**src/hw/rtl/quadrature_position_velocity_macros.svh**
```systemverilog
// Assertion macros for the quadrature position and velocity sequencer.
`ifndef QUADRATURE_POSITION_VELOCITY_MACROS_SVH
`define QUADRATURE_POSITION_VELOCITY_MACROS_SVH

// same-cycle implication
`define QPV_ASSERT_NOW(lbl, clk, rst_n, ante, cons) \
	lbl: assert property (@(posedge clk) disable iff (!rst_n) (ante) |-> (cons)) \
		else $error("%m: same-cycle check failed");

// next-cycle implication
`define QPV_ASSERT_NEXT(lbl, clk, rst_n, ante, cons) \
	lbl: assert property (@(posedge clk) disable iff (!rst_n) (ante) |=> (cons)) \
		else $error("%m: next-cycle check failed");

`endif

```
**src/hw/rtl/qpv_pkg.sv**
```systemverilog
// Types and constants of the quadrature position and velocity block.
package qpv_pkg;

	localparam int TS_W     = 32;
	localparam int VEL_W    = 32;
	localparam int ANGLE_W  = 34;
	localparam int MAG_PAD  = 64;	// padded magnitude for the split multiply
	localparam int PROD_W   = 96;
	localparam int QUO_W    = 33;	// quotient bits kept by the divider
	localparam int DIV_STEPS = 33;
	localparam int DIV_CNT_W = 6;

	localparam logic [31:0] TICK_RATE_RST    = 32'd90000000;
	localparam logic [31:0] MIN_INTERVAL_RST = 32'd22500000;
	localparam logic [31:0] MAX_INTERVAL_RST = 32'd45000000;

	typedef enum logic [1:0] {
		DIR_IDLE = 2'd0,
		DIR_FWD  = 2'd1,
		DIR_BWD  = 2'd2,
		DIR_ERR  = 2'd3
	} dir_t;

	typedef enum logic [1:0] {
		REG_TICK_RATE    = 2'd0,
		REG_MIN_INTERVAL = 2'd1,
		REG_MAX_INTERVAL = 2'd2,
		REG_REVERSE      = 2'd3
	} reg_idx_t;

	typedef enum logic [2:0] {
		ST_IDLE,
		ST_MUL_LO,
		ST_MUL_HI,
		ST_CHECK,
		ST_DIV,
		ST_FINISH,
		ST_WRITE
	} state_t;

	typedef struct packed {
		logic load;
		logic mul_lo;
		logic mul_hi;
		logic check;
		logic div_step;
		logic finish;
	} arith_ctrl_t;

	typedef struct packed {
		logic early;	// result known at check, no divide needed
	} arith_stat_t;

endpackage

```
**src/hw/rtl/qpv_in_if.sv**
```systemverilog
// Input channel: one polled encoder sample word.
interface qpv_in_if;
	logic        valid;
	logic        ready;
	logic [1:0]  phase;
	logic [31:0] timestamp;
	logic        acknowledge;

	modport source (output valid, phase, timestamp, acknowledge, input ready);
	modport sink   (input valid, phase, timestamp, acknowledge, output ready);
endinterface

```
**src/hw/rtl/qpv_out_if.sv**
```systemverilog
// Output channel: one position and velocity result word.
interface qpv_out_if;
	logic               valid;
	logic               ready;
	logic signed [31:0] step_count;
	logic signed [33:0] angle_tenths;
	logic signed [31:0] velocity_tenths;
	logic [1:0]         direction;
	logic               error_flag;

	modport source (output valid, step_count, angle_tenths, velocity_tenths, direction,
		error_flag, input ready);
	modport sink   (input valid, step_count, angle_tenths, velocity_tenths, direction,
		error_flag, output ready);
endinterface

```
**src/hw/rtl/qpv_arith.sv**
```systemverilog
// Shared velocity datapath: one 32x32 multiplier and one 33-bit restoring divide step.
module qpv_arith import qpv_pkg::*; #(
	parameter int COUNT_WIDTH = 32
) (
	input  logic                   clk,
	input  logic                   arst_n,
	input  arith_ctrl_t            ctrl,
	input  logic [COUNT_WIDTH+2:0] mag_in,
	input  logic                   neg_in,
	input  logic [31:0]            tick_rate,
	input  logic [TS_W-1:0]        gap,
	output arith_stat_t            stat,
	output logic [VEL_W-1:0]       speed
);

	logic [MAG_PAD-1:0] mag_q;
	logic               neg_q;
	logic [31:0]        tr_q;
	logic [TS_W-1:0]    gap_q;
	logic [PROD_W-1:0]  prod_q;
	logic [TS_W-1:0]    rem_q;
	logic [QUO_W-1:0]   quo_q;
	logic               zero_q, sat_q;
	logic [VEL_W-1:0]   speed_q;

	logic [31:0]       mul_a;
	logic [63:0]       mul_p;
	logic              zero_c, sat_c;
	logic [TS_W:0]     trial;
	logic [TS_W:0]     trial_sub;
	logic              trial_ok;
	logic [QUO_W-1:0]  lim;
	logic [QUO_W-1:0]  q_sat;
	logic [QUO_W-1:0]  q_neg;
	logic [VEL_W-1:0]  result;

	assign mul_a = ctrl.mul_hi ? mag_q[63:32] : mag_q[31:0];
	assign mul_p = 64'(mul_a) * 64'(tr_q);

	assign zero_c = (mag_q == '0) || (tr_q == '0);
	// quotient would exceed 33 bits (also covers a zero gap)
	assign sat_c  = prod_q[PROD_W-1:QUO_W] >= 63'(gap_q);
	assign stat.early = zero_c || sat_c;

	assign trial     = {rem_q, quo_q[QUO_W-1]};
	assign trial_ok  = trial >= {1'b0, gap_q};
	assign trial_sub = trial - {1'b0, gap_q};

	assign lim    = neg_q ? 33'h080000000 : 33'h07FFFFFFF;
	assign q_sat  = (sat_q || (quo_q > lim)) ? lim : quo_q;
	assign q_neg  = '0 - q_sat;
	assign result = zero_q ? '0 : (neg_q ? q_neg[VEL_W-1:0] : q_sat[VEL_W-1:0]);

	always_ff @(posedge clk) begin
		if (ctrl.load) begin
			mag_q <= MAG_PAD'(mag_in);
			neg_q <= neg_in;
			tr_q  <= tick_rate;
			gap_q <= gap;
		end
		if (ctrl.mul_lo)
			prod_q <= PROD_W'(mul_p);
		else if (ctrl.mul_hi)
			prod_q <= prod_q + {mul_p, 32'd0};
		if (ctrl.check) begin
			zero_q <= zero_c;
			sat_q  <= sat_c;
			rem_q  <= prod_q[QUO_W +: TS_W];
			quo_q  <= prod_q[QUO_W-1:0];
		end else if (ctrl.div_step) begin
			rem_q <= trial_ok ? trial_sub[TS_W-1:0] : trial[TS_W-1:0];
			quo_q <= {quo_q[QUO_W-2:0], trial_ok};
		end
	end

	always_ff @(posedge clk or negedge arst_n) begin
		if (!arst_n) begin
			speed_q <= '0;
		end else if (ctrl.finish) begin
			speed_q <= result;
		end
	end

	assign speed = speed_q;

endmodule

```
**src/hw/rtl/qpv_seq.sv**
```systemverilog
// Sequencer for the velocity datapath and the output register.
module qpv_seq import qpv_pkg::*; (
	input  logic        clk,
	input  logic        arst_n,
	input  logic        in_valid,
	input  logic        upd,
	input  logic        silent,
	input  logic        out_free,
	input  arith_stat_t stat,
	output logic        in_ready,
	output logic        out_load,
	output arith_ctrl_t ctrl
);
	`include "quadrature_position_velocity_macros.svh"

	state_t               state_q, state_d;
	logic [DIV_CNT_W-1:0] cnt_q;
	logic                 in_fire;

	assign in_fire = in_valid && in_ready;

	always_ff @(posedge clk or negedge arst_n) begin
		if (!arst_n) begin
			state_q <= ST_IDLE;
			cnt_q   <= '0;
		end else begin
			state_q <= state_d;
			if (state_q == ST_DIV)
				cnt_q <= cnt_q + 1'b1;
			else
				cnt_q <= '0;
		end
	end

	always_comb begin
		state_d  = state_q;
		in_ready = 1'b0;
		out_load = 1'b0;
		ctrl     = '0;
		unique case (state_q)
			ST_IDLE: begin
				in_ready = 1'b1;
				if (in_valid && !silent) begin
					if (upd) begin
						ctrl.load = 1'b1;
						state_d   = ST_MUL_LO;
					end else begin
						state_d = ST_WRITE;
					end
				end
			end
			ST_MUL_LO: begin
				ctrl.mul_lo = 1'b1;
				state_d     = ST_MUL_HI;
			end
			ST_MUL_HI: begin
				ctrl.mul_hi = 1'b1;
				state_d     = ST_CHECK;
			end
			ST_CHECK: begin
				ctrl.check = 1'b1;
				state_d    = stat.early ? ST_FINISH : ST_DIV;
			end
			ST_DIV: begin
				ctrl.div_step = 1'b1;
				if (cnt_q == DIV_CNT_W'(DIV_STEPS - 1))
					state_d = ST_FINISH;
			end
			ST_FINISH: begin
				ctrl.finish = 1'b1;
				state_d     = ST_WRITE;
			end
			ST_WRITE: begin
				if (out_free) begin
					out_load = 1'b1;
					state_d  = ST_IDLE;
				end
			end
			default: state_d = ST_IDLE;
		endcase
	end

	`QPV_ASSERT_NOW(a_div_cnt_bound, clk, arst_n, state_q == ST_DIV, cnt_q < DIV_CNT_W'(DIV_STEPS))
	`QPV_ASSERT_NEXT(a_start_mul, clk, arst_n, in_fire && !silent && upd, state_q == ST_MUL_LO)
	`QPV_ASSERT_NOW(a_ctrl_onehot, clk, arst_n, 1'b1, $onehot0({ctrl.load, ctrl.mul_lo, ctrl.mul_hi, ctrl.check, ctrl.div_step, ctrl.finish, out_load}))
	`QPV_ASSERT_NEXT(a_finish_write, clk, arst_n, ctrl.finish, state_q == ST_WRITE)

endmodule

```
**src/hw/rtl/quadrature_position_velocity.sv**
```systemverilog
// Top level: x4 quadrature decoder with step count, angle and velocity.
//
//  channel  dir  word carried
//  -------  ---  ----------------------------------------------------------
//  sample   in   phase[1:0], timestamp[31:0], acknowledge
//  result   out  step_count, angle_tenths, velocity_tenths, direction, error_flag
//  wr_*     in   register write: wr_en, wr_index[1:0], wr_data[31:0]
//
// A word that only primes or sits in the error latch leaves the sequencer idle;
// one with no velocity update passes through the write state; one with an update
// runs a two-step multiply and the 33 steps of the shared restoring divider,
// skipped when the speed comes out zero or saturated. sample.ready is high only
// while the sequencer is idle; a result waits in the output register, and the
// sequencer holds in its write state while it is full and result.ready is low.
// Reset (arst_n, async) clears decoder and sequencer state; config to defaults.
module quadrature_position_velocity import qpv_pkg::*; #(
	parameter int COUNT_WIDTH = 32
) (
	input  logic        clk,
	input  logic        arst_n,
	qpv_in_if.sink      sample,
	qpv_out_if.source   result,
	input  logic        wr_en,
	input  logic [1:0]  wr_index,
	input  logic [31:0] wr_data
);

	localparam int CW = COUNT_WIDTH;

	// configuration
	logic [31:0] tick_rate_q, min_interval_q, max_interval_q;
	logic        reverse_q;

	// decoder state
	logic          primed_q, err_q;
	logic [1:0]    last_phase_q;
	logic [CW-1:0] pos_q, shown_q, ref_q;
	logic [TS_W-1:0] last_time_q;
	dir_t          dir_q;

	// output register
	logic                 out_valid_q;
	logic signed [31:0]   out_step_q;
	logic signed [33:0]   out_angle_q;
	logic signed [31:0]   out_vel_q;
	logic [1:0]           out_dir_q;
	logic                 out_err_q;

	logic          in_ready, in_fire, out_load, out_free;
	logic          silent, upd;
	dir_t          dir_c;
	logic [1:0]    gray_old, gray_new, gdiff;
	logic [TS_W-1:0] gap;
	logic [CW-1:0] pos_next;
	logic [CW:0]   cdiff, cdiff_neg, cmag;
	logic [CW+2:0] mag3;
	logic [ANGLE_W-1:0] pos_wide;
	logic [VEL_W-1:0]   speed;
	arith_ctrl_t   ctrl;
	arith_stat_t   stat;

	// config writes
	always_ff @(posedge clk or negedge arst_n) begin
		if (!arst_n) begin
			tick_rate_q    <= TICK_RATE_RST;
			min_interval_q <= MIN_INTERVAL_RST;
			max_interval_q <= MAX_INTERVAL_RST;
			reverse_q      <= 1'b0;
		end else if (wr_en) begin
			unique case (reg_idx_t'(wr_index))
				REG_TICK_RATE:    tick_rate_q    <= wr_data;
				REG_MIN_INTERVAL: min_interval_q <= wr_data;
				REG_MAX_INTERVAL: max_interval_q <= wr_data;
				REG_REVERSE:      reverse_q      <= wr_data[0];
				default: ;
			endcase
		end
	end

	// Gray phase to binary position, then modulo-4 difference
	assign gray_old = last_phase_q ^ {1'b0, last_phase_q[1]};
	assign gray_new = sample.phase ^ {1'b0, sample.phase[1]};
	assign gdiff    = gray_new - gray_old;

	always_comb begin
		case (gdiff)
			2'd0:    dir_c = DIR_IDLE;
			2'd2:    dir_c = DIR_ERR;
			default: dir_c = ((gdiff == 2'd1) != reverse_q) ? DIR_FWD : DIR_BWD;
		endcase
	end

	always_comb begin
		case (dir_c)
			DIR_FWD: pos_next = pos_q + 1'b1;
			DIR_BWD: pos_next = pos_q - 1'b1;
			default: pos_next = pos_q;
		endcase
	end

	assign gap    = sample.timestamp - last_time_q;
	assign upd    = ((gap >= min_interval_q) && (dir_c != DIR_IDLE)) || (gap > max_interval_q);
	assign silent = !primed_q || err_q;

	// count moved since the last velocity update: signed, one bit wider
	assign cdiff     = {shown_q[CW-1], shown_q} - {ref_q[CW-1], ref_q};
	assign cdiff_neg = '0 - cdiff;
	assign cmag      = cdiff[CW] ? cdiff_neg : cdiff;
	assign mag3      = {1'b0, cmag, 1'b0} + {2'b00, cmag};

	assign in_fire  = sample.valid && in_ready;
	assign out_free = !out_valid_q || result.ready;

	always_ff @(posedge clk or negedge arst_n) begin
		if (!arst_n) begin
			primed_q     <= 1'b0;
			err_q        <= 1'b0;
			last_phase_q <= '0;
			pos_q        <= '0;
			shown_q      <= '0;
			ref_q        <= '0;
			last_time_q  <= '0;
			dir_q        <= DIR_IDLE;
		end else if (in_fire) begin
			if (!primed_q) begin
				last_phase_q <= sample.phase;
				primed_q     <= 1'b1;
			end else if (err_q) begin
				// acknowledge restarts counting; shown count is kept
				if (sample.acknowledge) begin
					err_q        <= 1'b0;
					pos_q        <= '0;
					last_phase_q <= sample.phase;
				end
			end else begin
				last_phase_q <= sample.phase;
				if (upd) begin
					ref_q       <= shown_q;
					last_time_q <= sample.timestamp;
				end
				pos_q   <= pos_next;
				shown_q <= pos_next;
				err_q   <= (dir_c == DIR_ERR);
				dir_q   <= dir_c;
			end
		end
	end

	qpv_seq u_seq (
		.clk      (clk),
		.arst_n   (arst_n),
		.in_valid (sample.valid),
		.upd      (upd),
		.silent   (silent),
		.out_free (out_free),
		.stat     (stat),
		.in_ready (in_ready),
		.out_load (out_load),
		.ctrl     (ctrl)
	);

	qpv_arith #(
		.COUNT_WIDTH (COUNT_WIDTH)
	) u_arith (
		.clk       (clk),
		.arst_n    (arst_n),
		.ctrl      (ctrl),
		.mag_in    (mag3),
		.neg_in    (cdiff[CW]),
		.tick_rate (tick_rate_q),
		.gap       (gap),
		.stat      (stat),
		.speed     (speed)
	);

	// step count sign-extended or truncated to the angle width, times three
	assign pos_wide = ANGLE_W'($signed(pos_q));

	always_ff @(posedge clk or negedge arst_n) begin
		if (!arst_n) begin
			out_valid_q <= 1'b0;
		end else if (out_load) begin
			out_valid_q <= 1'b1;
		end else if (result.ready) begin
			out_valid_q <= 1'b0;
		end
	end

	always_ff @(posedge clk) begin
		if (out_load) begin
			out_step_q  <= 32'($signed(pos_q));
			out_angle_q <= $signed({pos_wide[ANGLE_W-2:0], 1'b0} + pos_wide);
			out_vel_q   <= $signed(speed);
			out_dir_q   <= dir_q;
			out_err_q   <= (dir_q == DIR_ERR);
		end
	end

	assign sample.ready           = in_ready;
	assign result.valid           = out_valid_q;
	assign result.step_count      = out_step_q;
	assign result.angle_tenths    = out_angle_q;
	assign result.velocity_tenths = out_vel_q;
	assign result.direction       = out_dir_q;
	assign result.error_flag      = out_err_q;

endmodule

```
**src/flat_wrapper.sv**
```systemverilog
// flat-port wrapper written by rule: the top's interface ports become plain ports
module quadrature_position_velocity_flat import qpv_pkg::*;
#(
	parameter int COUNT_WIDTH = 32
)
  (clk, arst_n, wr_en, wr_index, wr_data, sample_valid, sample_phase, sample_timestamp, sample_acknowledge, sample_ready, result_valid, result_step_count, result_angle_tenths, result_velocity_tenths, result_direction, result_error_flag, result_ready);
  qpv_in_if sample_i ();
  qpv_out_if result_i ();
  input  logic clk;
  input  logic arst_n;
  input  logic wr_en;
  input  logic [1:0] wr_index;
  input  logic [31:0] wr_data;
  input wire logic [$bits(sample_i.valid)-1:0] sample_valid;
  input wire logic [$bits(sample_i.phase)-1:0] sample_phase;
  input wire logic [$bits(sample_i.timestamp)-1:0] sample_timestamp;
  input wire logic [$bits(sample_i.acknowledge)-1:0] sample_acknowledge;
  output wire logic [$bits(sample_i.ready)-1:0] sample_ready;
  output wire logic [$bits(result_i.valid)-1:0] result_valid;
  output wire logic [$bits(result_i.step_count)-1:0] result_step_count;
  output wire logic [$bits(result_i.angle_tenths)-1:0] result_angle_tenths;
  output wire logic [$bits(result_i.velocity_tenths)-1:0] result_velocity_tenths;
  output wire logic [$bits(result_i.direction)-1:0] result_direction;
  output wire logic [$bits(result_i.error_flag)-1:0] result_error_flag;
  input wire logic [$bits(result_i.ready)-1:0] result_ready;
  assign sample_i.valid = sample_valid;
  assign sample_i.phase = sample_phase;
  assign sample_i.timestamp = sample_timestamp;
  assign sample_i.acknowledge = sample_acknowledge;
  assign sample_ready = sample_i.ready;
  assign result_valid = result_i.valid;
  assign result_step_count = result_i.step_count;
  assign result_angle_tenths = result_i.angle_tenths;
  assign result_velocity_tenths = result_i.velocity_tenths;
  assign result_direction = result_i.direction;
  assign result_error_flag = result_i.error_flag;
  assign result_i.ready = result_ready;
  quadrature_position_velocity #(.COUNT_WIDTH(COUNT_WIDTH)) u_core (.clk(clk), .arst_n(arst_n), .sample(sample_i), .result(result_i), .wr_en(wr_en), .wr_index(wr_index), .wr_data(wr_data));
endmodule
```
**config.mk**
```make
export PLATFORM = sky130hd
export DESIGN_NAME = quadrature_position_velocity_flat
export DESIGN_NICKNAME = d
export VERILOG_FILES = /design/src/hw/rtl/qpv_pkg.sv /design/src/hw/rtl/qpv_in_if.sv /design/src/hw/rtl/qpv_out_if.sv /design/src/hw/rtl/qpv_arith.sv /design/src/hw/rtl/qpv_seq.sv /design/src/hw/rtl/quadrature_position_velocity.sv /design/src/flat_wrapper.sv
export VERILOG_INCLUDE_DIRS = /design/src /design/src/hw/rtl
export SDC_FILE = /design/constraint.sdc
export NUM_CORES = 2
export LEC_CHECK = 0
export BUFFER_PORTS_ARGS = -buffer_cell sky130_fd_sc_hd__buf_2
export CAP_MARGIN = 20
export CORE_MARGIN = 8
export CORE_UTILIZATION = 40
export CTS_BUF_LIST = sky130_fd_sc_hd__clkbuf_4 sky130_fd_sc_hd__clkbuf_8
export DETAILED_ROUTE_END_ITERATION = 12
export PLACE_DENSITY = 0.64
export SYNTH_ARGS = -nofsm -noshare
export SYNTH_HDL_FRONTEND = slang
export SYNTH_SLANG_ARGS = --single-unit
```
**constraint.sdc**
```tcl
create_clock -name clk -period 13.05 [get_ports clk]
set_input_delay 1.9575 -clock clk [delete_from_list [all_inputs] [get_ports clk]]
set_output_delay 1.9575 -clock clk [all_outputs]
set_load 0.02 [all_outputs]
```
**After elaboration in Yosys (flattened, before gate mapping)**

Index checks and enable logic that the tools add are counted.

- Register bits: 637
- RAM bits: 0
- Output and inout bits: 103
- Latch bits: 0
- Memory bits (read-only): 0
- Word-level logic and storage cells: 148
- Memories kept: 0

- Multipliers: 1
- Order comparisons: 5
- Bitwise operators: 3
- Mux-type cells: 43
- Add/sub/neg operators: 12
- Reduce and logical (&&, ||, !) cells: 31
- Shift operators: 0
- Div/mod/pow operators: 0
- Eq/ne operators: 22

Operators by type and width:

| kind | count |
|---|---|
| $mux W32 | 10 |
| $mux W64 | 2 |
| $mux W33 | 3 |
| $add A96 B96 Y96 | 1 |
| $logic_not A64 Y1 | 1 |
| $mul A32 B32 Y64 | 1 |
| $pmux W32 S2 | 1 |
| $sub A32 B32 Y32 | 2 |
| $ge A63 B32 Y1 | 1 |
| $add A34 B33 Y35 | 1 |
| $add A33 B32 Y34 | 1 |
| $ge A33 B32 Y1 | 1 |
| $gt A33 B32 Y1 | 1 |
| $sub A1 B33 Y33 const A | 1 |
| $sub A32 B32 Y33 | 1 |
| $add A32 B1 Y32 const B | 1 |
| $ge A32 B32 Y1 | 1 |
| $gt A32 B32 Y1 | 1 |
| $logic_not A32 Y1 | 1 |
| $sub A1 B32 Y32 const A | 1 |
| $sub A32 B1 Y32 const B | 1 |
| $pmux W3 S7 | 1 |
| $mux W1 | 16 |
| $eq A2 B2 Y1 const B | 6 |
| other kinds (26) | 60 |

**Depth between registers and ports, before layout**

- Depth in word-level cells: 12
- Mapped depth: 46
- Gate-level depth less buffers: 42

**Cells and area by module**

From an unflattened synthesis, not the netlist that was laid out.

- Cell total of the unflattened synthesis: 7890
- Area total of the unflattened synthesis: 75418.6 um2

By module, submodules not included:

| module | instances | area each (um2) | cells each |
|---|---|---|---|
| qpv_arith | 1 | 52340.2 | 5600 |
| quadrature_position_velocity | 1 | 22496.6 | 2232 |
| qpv_seq | 1 | 581.8 | 58 |

**Worst setup path before layout**

Ideal clock, no wire load.

- Path type: register to register
- From: reg u_core.u_seq.state_q[1]
- To: reg u_core.u_arith.prod_q[94]
- Buffers on the path: 6
- Arrival time: 10.261 ns
- Setup time: 0.117 ns
- Required time: 12.933 ns
- Stages on the path, launching flop included: 46
- Setup slack: 2.671 ns
- Cells stage by stage: dfrtp_1 clkbuf_1 nor2b_1 nand2b_1 clkbuf_1 clkbuf_1 and2_1 clkbuf_1 nand2_1 fa_1 inv_1 fa_1 fa_1 inv_1 fa_1 inv_1 fa_1 inv_1 (+10 left out) a31oi_1 o31ai_1 a21o_1 a21o_1 xor2_1 ha_1 clkbuf_1 a21oi_1 o21ai_0 a211oi_1 nor3_1 o21ai_0 nand3_1 a2111o_1 nand2_1 o211ai_1 or3_1 a32o_1

- Word-level cells in the longest chain between the ends: 5

Ends and longest elaborated chain:

| item | line | source |
|---|---|---|
| from (decl) | qpv_seq.sv:16 | `state_t state_q, state_d;` |
| from (signal assigned) | qpv_seq.sv:27 | `state_q <= state_d;` |
| $eq A3 B2 Y1 | qpv_seq.sv:40 | `unique case (state_q)` |
| $mux W1 | qpv_seq.sv:40 |  |
| $mux W32 | qpv_arith.sv:37 | `assign mul_a = ctrl.mul_hi ? mag_q[63:32] : mag_q[31:0];` |
| $mul A32 B32 Y64 | qpv_arith.sv:38 | `assign mul_p = 64'(mul_a) * 64'(tr_q);` |
| $add A96 B96 Y96 | qpv_arith.sv:64 | `prod_q <= prod_q + {mul_p, 32'd0};` |
| to (signal assigned) | qpv_arith.sv:62 | `prod_q <= PROD_W'(mul_p);` |
| to (signal assigned) | qpv_arith.sv:64 |  |
| to (decl) | qpv_arith.sv:20 | `logic [PROD_W-1:0] prod_q;` |

Parallel ways exist; a longest one is shown, timed or not.
A chain may end at the register's enable or synchronous reset.

**Worst setup path after layout**

- From: reg u_core.u_seq.state_q[1]
- To: reg u_core.u_arith.prod_q[88]

Same word-level chain as after synthesis.

==> run metrics <==
Synth Area per Inst=9.39 um2; CTS tree=built; root buffer cell=clkbuf_8; Final Max Tran Viols=0; most common cell after layout, fill and taps aside=inv_1; Initial Utilization=40.2%; Die Footprint=203000 um2; most frequent cells in the layout=inv_1, fa_1, nand2_1; Worst Tran Pin Value=1200 ps; cell taking the most area after synthesis=fa_1; FILL cells=18000; Layout area overhead=8.38%; CP Max Fanout=103; type of origin of the critical path=register; Critical Path RT=13790 ps; drt wl/cell=21.9 um; total core area=188000 um2; outcome=finished, final reports clean; highest-delay cell along the critical path=and2_1; Worst Setup End Kind=register; Initial DRC Count=4981; Final Cycle Share=95.8%; CP arrival=13240 ps; total of max-cap violations=0; post-synthesis cell count=8030; first-pass GRT wire length=358 mm; routability cong.=0.964; setup tns final=0 ps; Remaining Overflow, GRT=0; DIE WIDTH=450 um; port bufs=176; hold slack=446 ps; Worst Skew=67.6 ps; number of antenna violations at the first check in global routing=17; dpl hpwl=181 mm; slowest stage delay, CP=660 ps; DIE HEIGHT=450 um; top cells by area, synth=fa_1, edfxtp_1, ha_1, dfrtp_1, inv_1; Final Hold Fails=0; sinks on the clock net=635; FP Rows=159; Mapped Area=75400 um2; post-route ant nets=0; Yosys warnings=0; minimum clock period=12510 ps; layout cell share with drive strength beyond 1=9.64%; DRC=0; Clk pin slew, worst setup/hold paths=70 ps; post-synthesis net count=9667; crit path kind=reg -> reg; fmax=80.0 MHz; most used cell, CP=fa_1; ys flop type=edfxtp_1; Clock Latency Late Sink=860 ps; register area share after synthesis=23.1%; cts bufs inserted=104; vias=59800; #FFs+latches synth=635; DR pass1 iterations=9; Ports=177; EDFF count, synth=330; async set or reset register ratio after synthesis=43.0%; Post-CTS Hold Fix Bufs=0; final setup violation count=0; Core Util, Final=43.6%; Slew headroom=20.2%; top-area cell type share of the netlist area=24.0%; All-Layer GR Usage=22.3%; Nets=9683; type of the tightest min-delay check=reg -> reg; vias in the first global route=61300; maximum level of the CTS H-tree=3; largest net degree at the start of global routing=104; clk buf depth=3; Routed Wire Length=233 mm; synth unique cells=94; Via density=5.62; RSZ-0062 raised after global routing=no
-- per-stage QoR --
stage | area (um2) | instances | setup WS, ps
6_report | 81700 | 10600 | 544
5_1_grt | 81700 | 10600 | 8.60
4_1_cts | 81700 | 10600 | 544
3_5_place_dp | 79100 | 10400 | 623
3_3_place_gp | 79000 | 10400 | 658
2_1_floorplan | 75400 | 8030 | 2670
-- worst max-delay path: cells and delay by family (launching register included) --
kind	cells	cell delay, ps
AOI/OAI and AO/OA	16	4050
xor gates and xnor gates	2	420
adders and majority gates	10	4510
buffers and inverters	4	760
DFF	1	480
and+or+nand+nor	5	1960
-- layout make-up --
class / instances / area (um2) / area share [%]
repair buffers: 323 / 2070 / 2.53
multi-input cells: 5875 / 52300 / 64.0
flip-flops and latches: 635 / 17400 / 21.3
well taps: 2495 / 3120 / 3.82
clock inverters: 47 / 672 / 0.822
diodes: 9 / 22.5 / 0.0276
clock buffers: 149 / 1930 / 2.36
inverters: 1107 / 4160 / 5.09
-- sequential cells by signal (all words and copies together), names as in the netlist, 33 cells and up --
name,count
u_core.result.angle_tenths,34
u_core.u_arith.mag_q,35
u_core.u_arith.prod_q,96
u_core.u_arith.quo_q,33
-- what timing repair did --
| action | 4_1_cts | 5_1_grt |
|---|---|---|
| resized for setup | 0 | 2 |
| setup endpoints to repair | 0 | 4 |
| hold endpoints to repair | 0 | 0 |
| buffers inserted | 0 | 0 |
-- cells in the mapped netlist, drive strengths merged, types with 38 or more instances --
cell    instances
inv          1106
nand3          94
and2          144
o21ai         313
a211oi         38
clkbuf        392
mux2i          39
a21o          229
fa            903
o21bai         45
nand2b         59
nand4          88
nor2b          63
a21oi         403
mux2          174
xnor2         192
nand2         905
and3          549
dfrtp         240
nor3           80
o21a           55
xor2          126
a31oi          42
edfxtp        330
nor2          285
nor4           42
ha            660
-- path summary, 6_finish.rpt --
kind | end | startpoint | slack [ps] | cells past startpoint
hold / removal | u_core.u_arith.tr_q[1]$_DFFE_PP_ | u_core.tick_rate_q[1]$_DFFE_PN0P_ | 450 | 0
max in group asynchronous | u_core.u_arith.speed[9]$_DFFE_PN0N_ | arst_n | 9790 | 3
setup reg to reg | u_core.u_arith.prod_q[88]$_SDFFE_PP0P_ | u_core.u_seq.state_q[1]$_DFFE_PN0P_ | 540 | 37
setup / recovery | u_core.u_arith.prod_q[88]$_SDFFE_PP0P_ | u_core.u_seq.state_q[1]$_DFFE_PN0P_ | 540 | 37
hold reg to reg | u_core.u_arith.tr_q[1]$_DFFE_PP_ | u_core.tick_rate_q[1]$_DFFE_PN0P_ | 450 | 0
min in group asynchronous | u_core.last_phase_q[0]$_DFFE_PN0P_ | arst_n | 1060 | 1
-- cells by family (layout without fill, tap and decap cells) --
group	count (synthesis)	count (layout)	synth area share, %
flip-flops	635	635	23.1
AO/OA/AOI/OAI	1366	1366	11.6
multiplexers	213	213	3.12
XOR/XNOR	318	318	3.69
AND/OR/NAND/NOR	2415	2415	16.0
buffers and inverters	1520	1626	7.60
other	0	9	0
adder cells (fa/ha/maj)	1563	1563	34.9
-- metal layers --
layer	share of wire [%]	track usage, %
met5	0.0064	0
met4	4.7	9.74
met3	8.7	5.01
met2	46	35.7
met1	41	29.1
Power is left out: the tool's default activity adds up to more than one toggle a clock period on the data nets, which glitch-free logic cannot reach.
